[config.mk]
export PLATFORM = sky130hd
export DESIGN_NAME = cia402_drive_enable_sequencer
export DESIGN_NICKNAME = d
export VERILOG_FILES = /design/src/rtl/cds_pkg.sv /design/src/rtl/cia402_drive_enable_sequencer.sv /design/src/rtl/cds_regs.sv /design/src/rtl/cds_front.sv /design/src/rtl/cds_queue.sv /design/src/rtl/cds_back.sv
export SDC_FILE = /design/constraint.sdc
export NUM_CORES = 1
export LEC_CHECK = 0
export BUFFER_PORTS_ARGS = -buffer_cell sky130_fd_sc_hd__buf_2
export CAP_MARGIN = 10
export CORE_UTILIZATION = 25
export CTS_CLUSTER_SIZE = 14
export DETAILED_ROUTE_END_ITERATION = 16
export PLACE_DENSITY = 0.45
export SLEW_MARGIN = 20
export SYNTH_ARGS = -nofsm -noshare
export SYNTH_HDL_FRONTEND = slang
export SYNTH_SLANG_ARGS = --single-unit
[constraint.sdc]
create_clock -name clk -period 2.46 [get_ports clk]
set_input_delay 0.246 -clock clk [delete_from_list [all_inputs] [get_ports clk]]
set_output_delay 0.246 -clock clk [all_outputs]
set_load 0.005 [all_outputs]
[src/rtl/cds_pkg.sv]
package cds_pkg;

    localparam int QUEUE_DEPTH = 2;

    localparam int ADDR_W = 4;
    localparam int DATA_W = 32;

    typedef enum logic [1:0] {
        REG_VELOCITY_SETPOINT = 2'd0,
        REG_PROFILE_ACCEL     = 2'd1,
        REG_PROFILE_DECEL     = 2'd2,
        REG_DRIVE_ENABLE      = 2'd3
    } reg_index_t;

    typedef enum logic [3:0] {
        ST_UNKNOWN   = 4'd0,
        ST_NOT_READY = 4'd1,
        ST_DISABLED  = 4'd2,
        ST_READY     = 4'd3,
        ST_SWITCHED  = 4'd4,
        ST_ENABLED   = 4'd5,
        ST_QSTOP     = 4'd6,
        ST_FREACT    = 4'd7,
        ST_FAULT     = 4'd8
    } drive_state_t;

    // Statusword masks and patterns of the standard state table.
    localparam logic [6:0] MASK_A     = 7'h4F;
    localparam logic [6:0] MASK_B     = 7'h6F;
    localparam logic [6:0] PAT_FREACT = 7'h0F;
    localparam logic [6:0] PAT_FAULT  = 7'h08;
    localparam logic [6:0] PAT_DISAB  = 7'h40;
    localparam logic [6:0] PAT_NREADY = 7'h00;
    localparam logic [6:0] PAT_QSTOP  = 7'h07;
    localparam logic [6:0] PAT_ENAB   = 7'h27;
    localparam logic [6:0] PAT_SWON   = 7'h23;
    localparam logic [6:0] PAT_READY  = 7'h21;

    localparam logic [15:0] IDX_CONTROL  = 16'h6040;
    localparam logic [15:0] IDX_MODE     = 16'h6060;
    localparam logic [15:0] IDX_ACCEL    = 16'h6083;
    localparam logic [15:0] IDX_DECEL    = 16'h6084;
    localparam logic [15:0] IDX_VELOCITY = 16'h60FF;

    localparam logic [31:0] CW_SHUTDOWN  = 32'h06;
    localparam logic [31:0] CW_SWITCH_ON = 32'h07;
    localparam logic [31:0] CW_ENABLE_OP = 32'h0F;
    localparam logic [31:0] CW_DIS_VOLT  = 32'h00;
    localparam logic [31:0] CW_FAULT_RST = 32'h80;
    localparam logic [31:0] MODE_PV      = 32'd3;

    typedef struct packed {
        logic signed [31:0] velocity_setpoint;
        logic [30:0]        profile_accel;
        logic [30:0]        profile_decel;
        logic               drive_enable;
    } cfg_t;

    // One classified item as it waits between front and back.
    typedef struct packed {
        drive_state_t state;
        logic         changed;
    } plan_t;

endpackage

[src/rtl/cia402_drive_enable_sequencer.sv]
// Each item gives one to four results, one per cycle from the back-end step counter
// while the output register is free or being popped. An item with one result can be
// accepted every cycle while the queue is not full; one with more results holds the
// back end until its last result loads; the two-entry queue absorbs the difference.
// Reset clears the configuration registers to zero, the last state to unknown,
// and empties the queue and the output register.
module cia402_drive_enable_sequencer #(
    parameter int QUEUE_DEPTH = cds_pkg::QUEUE_DEPTH
) (
    input  logic                          clk,
    input  logic                          rst_n,
    input  logic                          psel,
    input  logic                          penable,
    input  logic                          pwrite,
    input  logic [cds_pkg::ADDR_W-1:0]    paddr,
    input  logic [cds_pkg::DATA_W-1:0]    pwdata,
    output logic [cds_pkg::DATA_W-1:0]    prdata,
    output logic                          pready,
    input  logic                          push,
    output logic                          full,
    input  logic [15:0]                   status_word,
    output logic                          empty,
    input  logic                          pop,
    output logic                          command_valid,
    output logic [15:0]                   object_index,
    output logic signed [31:0]            write_value,
    output logic [3:0]                    drive_state,
    output logic                          state_diff,
    output logic                          last_result
);

    cds_pkg::cfg_t  cfg;
    cds_pkg::plan_t q_wr_data;
    cds_pkg::plan_t q_rd_data;
    logic           q_wr;
    logic           q_full;
    logic           q_valid;
    logic           q_rd;

    assign full = q_full;

    cds_regs u_regs (
        .clk     (clk),
        .rst_n   (rst_n),
        .psel    (psel),
        .penable (penable),
        .pwrite  (pwrite),
        .paddr   (paddr),
        .pwdata  (pwdata),
        .prdata  (prdata),
        .pready  (pready),
        .cfg     (cfg)
    );

    cds_front u_front (
        .clk         (clk),
        .rst_n       (rst_n),
        .push        (push),
        .status_word (status_word),
        .q_full      (q_full),
        .q_wr        (q_wr),
        .q_wr_data   (q_wr_data)
    );

    cds_queue #(
        .DEPTH (QUEUE_DEPTH)
    ) u_queue (
        .clk      (clk),
        .rst_n    (rst_n),
        .wr       (q_wr),
        .wr_data  (q_wr_data),
        .full     (q_full),
        .rd_valid (q_valid),
        .rd_data  (q_rd_data),
        .rd       (q_rd)
    );

    cds_back u_back (
        .clk           (clk),
        .rst_n         (rst_n),
        .cfg           (cfg),
        .q_valid       (q_valid),
        .q_data        (q_rd_data),
        .q_rd          (q_rd),
        .empty         (empty),
        .pop           (pop),
        .command_valid (command_valid),
        .object_index  (object_index),
        .write_value   (write_value),
        .drive_state   (drive_state),
        .state_diff    (state_diff),
        .last_result   (last_result)
    );

endmodule

[src/rtl/cds_regs.sv]
module cds_regs (
    input  logic                          clk,
    input  logic                          rst_n,
    input  logic                          psel,
    input  logic                          penable,
    input  logic                          pwrite,
    input  logic [cds_pkg::ADDR_W-1:0]    paddr,
    input  logic [cds_pkg::DATA_W-1:0]    pwdata,
    output logic [cds_pkg::DATA_W-1:0]    prdata,
    output logic                          pready,
    output cds_pkg::cfg_t                 cfg
);

    cds_pkg::cfg_t       cfg_reg;
    cds_pkg::reg_index_t sel;
    logic                wr_en;

    assign sel    = cds_pkg::reg_index_t'(paddr[3:2]);
    assign pready = 1'b1;
    assign wr_en  = psel && penable && pwrite && pready;
    assign cfg    = cfg_reg;

    always_ff @(posedge clk or negedge rst_n)
    begin
        if (!rst_n)
        begin
            cfg_reg <= '0;
        end
        else if (wr_en)
        begin
            unique case (sel)
                cds_pkg::REG_VELOCITY_SETPOINT: cfg_reg.velocity_setpoint <= pwdata;
                cds_pkg::REG_PROFILE_ACCEL:     cfg_reg.profile_accel     <= pwdata[30:0];
                cds_pkg::REG_PROFILE_DECEL:     cfg_reg.profile_decel     <= pwdata[30:0];
                cds_pkg::REG_DRIVE_ENABLE:      cfg_reg.drive_enable      <= pwdata[0];
                default: ;
            endcase
        end
    end

    always_comb
    begin
        unique case (sel)
            cds_pkg::REG_VELOCITY_SETPOINT: prdata = cfg_reg.velocity_setpoint;
            cds_pkg::REG_PROFILE_ACCEL:     prdata = {1'b0, cfg_reg.profile_accel};
            cds_pkg::REG_PROFILE_DECEL:     prdata = {1'b0, cfg_reg.profile_decel};
            cds_pkg::REG_DRIVE_ENABLE:      prdata = {31'd0, cfg_reg.drive_enable};
            default:                        prdata = '0;
        endcase
    end

endmodule

[src/rtl/cds_front.sv]
module cds_front (
    input  logic                 clk,
    input  logic                 rst_n,
    input  logic                 push,
    input  logic [15:0]          status_word,
    input  logic                 q_full,
    output logic                 q_wr,
    output cds_pkg::plan_t       q_wr_data
);

    cds_pkg::drive_state_t last_state_reg;
    cds_pkg::drive_state_t dec_state;
    logic [6:0]            sw_a;
    logic [6:0]            sw_b;

    assign sw_a = status_word[6:0] & cds_pkg::MASK_A;
    assign sw_b = status_word[6:0] & cds_pkg::MASK_B;

    // The table is priority ordered: the fault patterns win over the rest.
    always_comb
    begin
        if (sw_a == cds_pkg::PAT_FREACT)      dec_state = cds_pkg::ST_FREACT;
        else if (sw_a == cds_pkg::PAT_FAULT)  dec_state = cds_pkg::ST_FAULT;
        else if (sw_a == cds_pkg::PAT_DISAB)  dec_state = cds_pkg::ST_DISABLED;
        else if (sw_a == cds_pkg::PAT_NREADY) dec_state = cds_pkg::ST_NOT_READY;
        else if (sw_b == cds_pkg::PAT_QSTOP)  dec_state = cds_pkg::ST_QSTOP;
        else if (sw_b == cds_pkg::PAT_ENAB)   dec_state = cds_pkg::ST_ENABLED;
        else if (sw_b == cds_pkg::PAT_SWON)   dec_state = cds_pkg::ST_SWITCHED;
        else if (sw_b == cds_pkg::PAT_READY)  dec_state = cds_pkg::ST_READY;
        else                                  dec_state = cds_pkg::ST_UNKNOWN;
    end

    assign q_wr              = push && !q_full;
    assign q_wr_data.state   = dec_state;
    assign q_wr_data.changed = (dec_state != last_state_reg);

    always_ff @(posedge clk or negedge rst_n)
    begin
        if (!rst_n)
        begin
            last_state_reg <= cds_pkg::ST_UNKNOWN;
        end
        else if (q_wr)
        begin
            last_state_reg <= dec_state;
        end
    end

endmodule

[src/rtl/cds_queue.sv]
module cds_queue #(
    parameter int DEPTH = cds_pkg::QUEUE_DEPTH
) (
    input  logic           clk,
    input  logic           rst_n,
    input  logic           wr,
    input  cds_pkg::plan_t wr_data,
    output logic           full,
    output logic           rd_valid,
    output cds_pkg::plan_t rd_data,
    input  logic           rd
);

    localparam int PTR_W = (DEPTH > 1) ? $clog2(DEPTH) : 1;
    localparam int CNT_W = $clog2(DEPTH + 1);

    cds_pkg::plan_t   mem_reg [DEPTH];
    logic [PTR_W-1:0] wr_ptr_reg;
    logic [PTR_W-1:0] rd_ptr_reg;
    logic [CNT_W-1:0] count_reg;
    logic             do_wr;
    logic             do_rd;

    assign full     = (count_reg == CNT_W'(DEPTH));
    assign rd_valid = (count_reg != '0);
    assign rd_data  = mem_reg[rd_ptr_reg];
    assign do_wr    = wr && !full;
    assign do_rd    = rd && rd_valid;

    always_ff @(posedge clk)
    begin
        if (do_wr)
        begin
            mem_reg[wr_ptr_reg] <= wr_data;
        end
    end

    always_ff @(posedge clk or negedge rst_n)
    begin
        if (!rst_n)
        begin
            wr_ptr_reg <= '0;
            rd_ptr_reg <= '0;
            count_reg  <= '0;
        end
        else
        begin
            if (do_wr)
            begin
                wr_ptr_reg <= (wr_ptr_reg == PTR_W'(DEPTH - 1)) ? '0 : wr_ptr_reg + 1'b1;
            end
            if (do_rd)
            begin
                rd_ptr_reg <= (rd_ptr_reg == PTR_W'(DEPTH - 1)) ? '0 : rd_ptr_reg + 1'b1;
            end
            if (do_wr && !do_rd)
            begin
                count_reg <= count_reg + 1'b1;
            end
            else if (do_rd && !do_wr)
            begin
                count_reg <= count_reg - 1'b1;
            end
        end
    end

    assert property (@(posedge clk) disable iff (!rst_n)
        count_reg <= CNT_W'(DEPTH))
    else $error("queue count beyond depth");

    assert property (@(posedge clk) disable iff (!rst_n)
        (do_wr && !do_rd) |=> rd_valid)
    else $error("queue empty right after a write");

endmodule

[src/rtl/cds_back.sv]
module cds_back (
    input  logic                clk,
    input  logic                rst_n,
    input  cds_pkg::cfg_t       cfg,
    input  logic                q_valid,
    input  cds_pkg::plan_t      q_data,
    output logic                q_rd,
    output logic                empty,
    input  logic                pop,
    output logic                command_valid,
    output logic [15:0]         object_index,
    output logic signed [31:0]  write_value,
    output logic [3:0]          drive_state,
    output logic                state_diff,
    output logic                last_result
);

    logic [1:0]         step_reg;
    logic               out_valid_reg;
    logic               cmd_valid_reg;
    logic [15:0]        index_reg;
    logic signed [31:0] value_reg;
    logic [3:0]         state_reg;
    logic               changed_reg;
    logic               last_reg;

    logic [1:0]         last_step;
    logic               e_valid;
    logic [15:0]        e_index;
    logic [31:0]        e_value;
    logic               load;
    logic               is_last;

    // Command table: last step index for the state and the write at this step.
    always_comb
    begin
        last_step = 2'd0;
        e_valid   = 1'b0;
        e_index   = '0;
        e_value   = '0;
        unique case (q_data.state)
            cds_pkg::ST_DISABLED:
            begin
                e_valid = 1'b1;
                e_index = cds_pkg::IDX_CONTROL;
                e_value = cds_pkg::CW_SHUTDOWN;
            end
            cds_pkg::ST_READY:
            begin
                e_valid = 1'b1;
                e_index = cds_pkg::IDX_CONTROL;
                e_value = cds_pkg::CW_SWITCH_ON;
            end
            cds_pkg::ST_SWITCHED:
            begin
                if (cfg.drive_enable)
                begin
                    last_step = 2'd3;
                    e_valid   = 1'b1;
                    case (step_reg)
                        2'd0:
                        begin
                            e_index = cds_pkg::IDX_MODE;
                            e_value = cds_pkg::MODE_PV;
                        end
                        2'd1:
                        begin
                            e_index = cds_pkg::IDX_ACCEL;
                            e_value = {1'b0, cfg.profile_accel};
                        end
                        2'd2:
                        begin
                            e_index = cds_pkg::IDX_DECEL;
                            e_value = {1'b0, cfg.profile_decel};
                        end
                        default:
                        begin
                            e_index = cds_pkg::IDX_CONTROL;
                            e_value = cds_pkg::CW_ENABLE_OP;
                        end
                    endcase
                end
            end
            cds_pkg::ST_ENABLED:
            begin
                e_valid = 1'b1;
                if (cfg.drive_enable)
                begin
                    e_index = cds_pkg::IDX_VELOCITY;
                    e_value = cfg.velocity_setpoint;
                end
                else
                begin
                    e_index = cds_pkg::IDX_CONTROL;
                    e_value = cds_pkg::CW_SWITCH_ON;
                end
            end
            cds_pkg::ST_QSTOP:
            begin
                e_valid = 1'b1;
                e_index = cds_pkg::IDX_CONTROL;
                e_value = cds_pkg::CW_ENABLE_OP;
            end
            cds_pkg::ST_FAULT:
            begin
                last_step = 2'd1;
                e_valid   = 1'b1;
                e_index   = cds_pkg::IDX_CONTROL;
                e_value   = (step_reg == 2'd0) ? cds_pkg::CW_DIS_VOLT : cds_pkg::CW_FAULT_RST;
            end
            default: ;
        endcase
    end

    // The output register takes a new result when it is free or being emptied.
    assign load    = q_valid && (!out_valid_reg || pop);
    assign is_last = (step_reg == last_step);
    assign q_rd    = load && is_last;

    always_ff @(posedge clk or negedge rst_n)
    begin
        if (!rst_n)
        begin
            step_reg      <= '0;
            out_valid_reg <= 1'b0;
        end
        else
        begin
            if (load)
            begin
                step_reg      <= is_last ? 2'd0 : step_reg + 2'd1;
                out_valid_reg <= 1'b1;
            end
            else if (pop)
            begin
                out_valid_reg <= 1'b0;
            end
        end
    end

    always_ff @(posedge clk)
    begin
        if (load)
        begin
            cmd_valid_reg <= e_valid;
            index_reg     <= e_index;
            value_reg     <= e_value;
            state_reg     <= q_data.state;
            changed_reg   <= q_data.changed;
            last_reg      <= is_last;
        end
    end

    assign empty         = !out_valid_reg;
    assign command_valid = cmd_valid_reg;
    assign object_index  = index_reg;
    assign write_value   = value_reg;
    assign drive_state   = state_reg;
    assign state_diff    = changed_reg;
    assign last_result   = last_reg;

    assert property (@(posedge clk) disable iff (!rst_n)
        (out_valid_reg && !cmd_valid_reg) |-> last_reg)
    else $error("result without a write is not the last of its item");

    assert property (@(posedge clk) disable iff (!rst_n)
        (step_reg != 2'd0) |-> q_valid)
    else $error("step count advanced with no item in the queue");

endmodule

==> results.py <==
metrics = {
    "status": {
        "status": "complete, no violations",
    },
    "detailed_routing": {
        "wirelength_mm": 21.1,
        "via_per_inst": 4.57,
        "postRouteAntennaNets": 0,
        "dr.first_iter.drc_count": 306,
        "wire_per_inst_um": 18.4,
        "num_vias": 5247,
        "first_pass_iters": 5,
        "drc": 0,
    },
    "setup_path": {
        "worstPathArrival_ns": 2.66,
        "critPathKind": "register to register",
        "cp_max_fo": 10,
        "worstSetupStartpointType": "register",
        "crit_path_end_kind": "register",
        "required_ns": 2.81,
    },
    "cts": {
        "cts_setup_buffers": 0,
        "htreeDepth": 4,
        "path_clk_slew_ns": 0.06,
        "cts_root_buf": "clkbuf_16",
        "cts_buffers": 17,
        "worstSkewPairLatency_ns": 0.43,
        "clockBufferDepth": 2,
        "cts_tree": "done",
        "cts.sinks": 162,
    },
    "finish": {
        "largest_reg_flops": 95,
        "multi_input_area_um2": 3000,
        "drive_gt1_frac": 0.398,
        "final_nets": 810,
        "area_delta_synth_final_pct": 24.0,
        "fill_cells": 3015,
        "final_cells": 1148,
        "seq_area_um2": 4340,
        "diodes": 0,
    },
    "power": {
        "finalPower_mw": 9.31,
        "ir_drop_mv": 0.433,
        "power_leakage_nw": 4.04,
        "powerDensity_nw_per_um2": 993,
    },
    "global_routing": {
        "grt_max_degree": 41,
        "grt-ovfl-total": 0,
        "grt_pass1_wl_mm": 32.5,
        "track_usage": 0.141,
        "first_global_vias": 5349,
        "antenna_found_initial": 1,
    },
    "floorplan": {
        "chipHeight_um": 176,
        "die_x_um": 176,
        "core_um2": 29700,
        "std_cell_rows": 63,
        "start_util": 0.255,
        "ios": 149,
        "die_area_um2": 31000,
    },
    "timing": {
        "finalClockSkew_ns": 0.00871,
        "finalSetupTns_ns": 0,
        "hold_violations": 0,
        "maxSlewViolCount": 0,
        "setup_viol": 0,
        "layout_min_cycle_time_ns": 2.31,
        "max_freq_mhz": 433,
        "worst_pin_slew_ns": 0.741,
        "setup_slack_ns": 0.150,
        "hold-worst-slack_ns": 0.0619,
        "rsz0062_at_grt": "false",
        "relSlewSlack": 0.504,
        "min_period_over_period": 0.939,
    },
    "logic_synthesis": {
        "yosysUniqueCellTypes": 57,
        "netlist_top_cells_area": "dfrtp_1, edfxtp_1, mux2_2",
        "ys_ff_latch": 162,
        "yosysWarnings": 0,
        "post-synth-top-count-cell": "dfrtp_1",
        "synthesis.instances": 609,
        "async_reset_ff_frac": 0.654,
        "synth-edff-count": 56,
        "syn-cell-area_um2": 7560,
        "avgSynthCellArea_um2": 12.4,
        "synthTopCellsByCount": "dfrtp_1, mux2_2, nand2_1",
        "synthFlopType": "dfrtp_1",
        "synth_seq_area_share": 0.573,
        "synth.top_cell.area_share": 0.351,
        "synth_top_area_cell": "dfrtp_1",
    },
    "place": {
        "post-place-ws_ns": 0.0376,
        "dp_hpwl_mm": 13.8,
        "gp_congestion": 0.761,
        "io_buffers": 129,
        "dp.cells": 1115,
    },
    "hold_path": {
        "min_path_type": "primary input to register",
    },
    "run": {
        "drv_cap": 0,
    },
}
-- timing repair --
action | in CTS | in global routing
endpoints found under the hold margin | 31 | 0
gates resized for setup | 0 | 1
setup endpoints to repair | 0 | 1
hold buffers | 1 | 0
-- stage by stage --
stage          utilization  area, µm²
3_5_place_dp         0.296       8790
3_3_place_gp         0.296       8790
6_report             0.316       9380
5_1_grt              0.316       9380
2_1_floorplan            -       7580
4_1_cts              0.316       9380
-- critical path, stage by stage (launching register included) --
cell	delay (ns)
dfrtp_2	0.49
mux2i_4	0.33
o211ai_2	0.15
xnor2_1	0.15
o31ai_1	0.33
nand2_1	0.15
ha_1	0.22
xor2_1	0.14
nor2_1	0.11
xor2_1	0.14
-- per-layer routing --
metal | global-route usage | wire length, µm | vias up
met3 | 0.0254 | 924 | 21
met4 | 0.0460 | 284 | 2
li1 | - | - | 2467
met1 | 0.189 | 9940 | 2618
met2 | 0.230 | 9990 | 139
met5 | 0 | 8 | -
-- layout make-up --
type                            count  share of cell area
Timing Repair Buffer              158              0.0993
Sequential cell                   162               0.462
Multi-Input combinational cell    393               0.320
Clock buffer                       21              0.0503
Tap cell                          390              0.0520
Clock inverter                     11              0.0111
Inverter                           13             0.00547
-- cell usage in the layout (no fill, tap or decap), drive strengths merged, types with 6 or more instances in the layout --
cell,n
o21ai,62
xnor2,7
dfrtp,106
buf,157
mux2i,33
clkbuf,21
nand2,73
mux2,101
ha,6
edfxtp,56
conb,7
a22oi,27
inv,14
clkinv,7
nor2,11
-- kinds of logic (layout without fill, tap and decap cells) --
group,Yosys count,after routing,synth area share
XOR/XNOR,10,10,0.0116
AO/OA/AOI/OAI,121,121,0.102
other,2,7,0.000993
flip-flops,162,162,0.573
buffers and inverters,59,203,0.0372
adder cells (fa/ha/maj),6,6,0.00993
AND/OR/NAND/NOR,114,114,0.0665
multiplexers,135,135,0.199
-- worst paths after layout --
check / from / slack (ns) / to / cells after the start
max: u_queue.rd_ptr_reg$_DFFE_PN0P_ / 0.15 / u_queue.count_reg[1]$_DFFE_PN0P_ / 9
min: pwdata[31] / 0.06 / u_regs.cfg[94]$_DFFE_PN0P_ / 2
max reg2reg: u_queue.rd_ptr_reg$_DFFE_PN0P_ / 0.15 / u_queue.count_reg[1]$_DFFE_PN0P_ / 9
min reg2reg: u_queue.wr_ptr_reg$_DFFE_PN0P_ / 0.50 / u_queue.wr_ptr_reg$_DFFE_PN0P_ / 1
max in group asynchronous: rst_n / 1.47 / u_regs.cfg[23]$_DFFE_PN0P_ / 3
min in group asynchronous: rst_n / 0.35 / u_queue.wr_ptr_reg$_DFFE_PN0P_ / 2
-- power breakdown --
group / switching [mW] / internal (mW) / leakage [nW]
Clock: 1.15 / 1.49 / 0.279
Sequential: 0.495 / 3.69 / 1.86
Combinational: 1.31 / 1.17 / 1.90
Total: 2.96 / 6.35 / 4.04
Note: power is estimated with default switching activity, not from simulation.
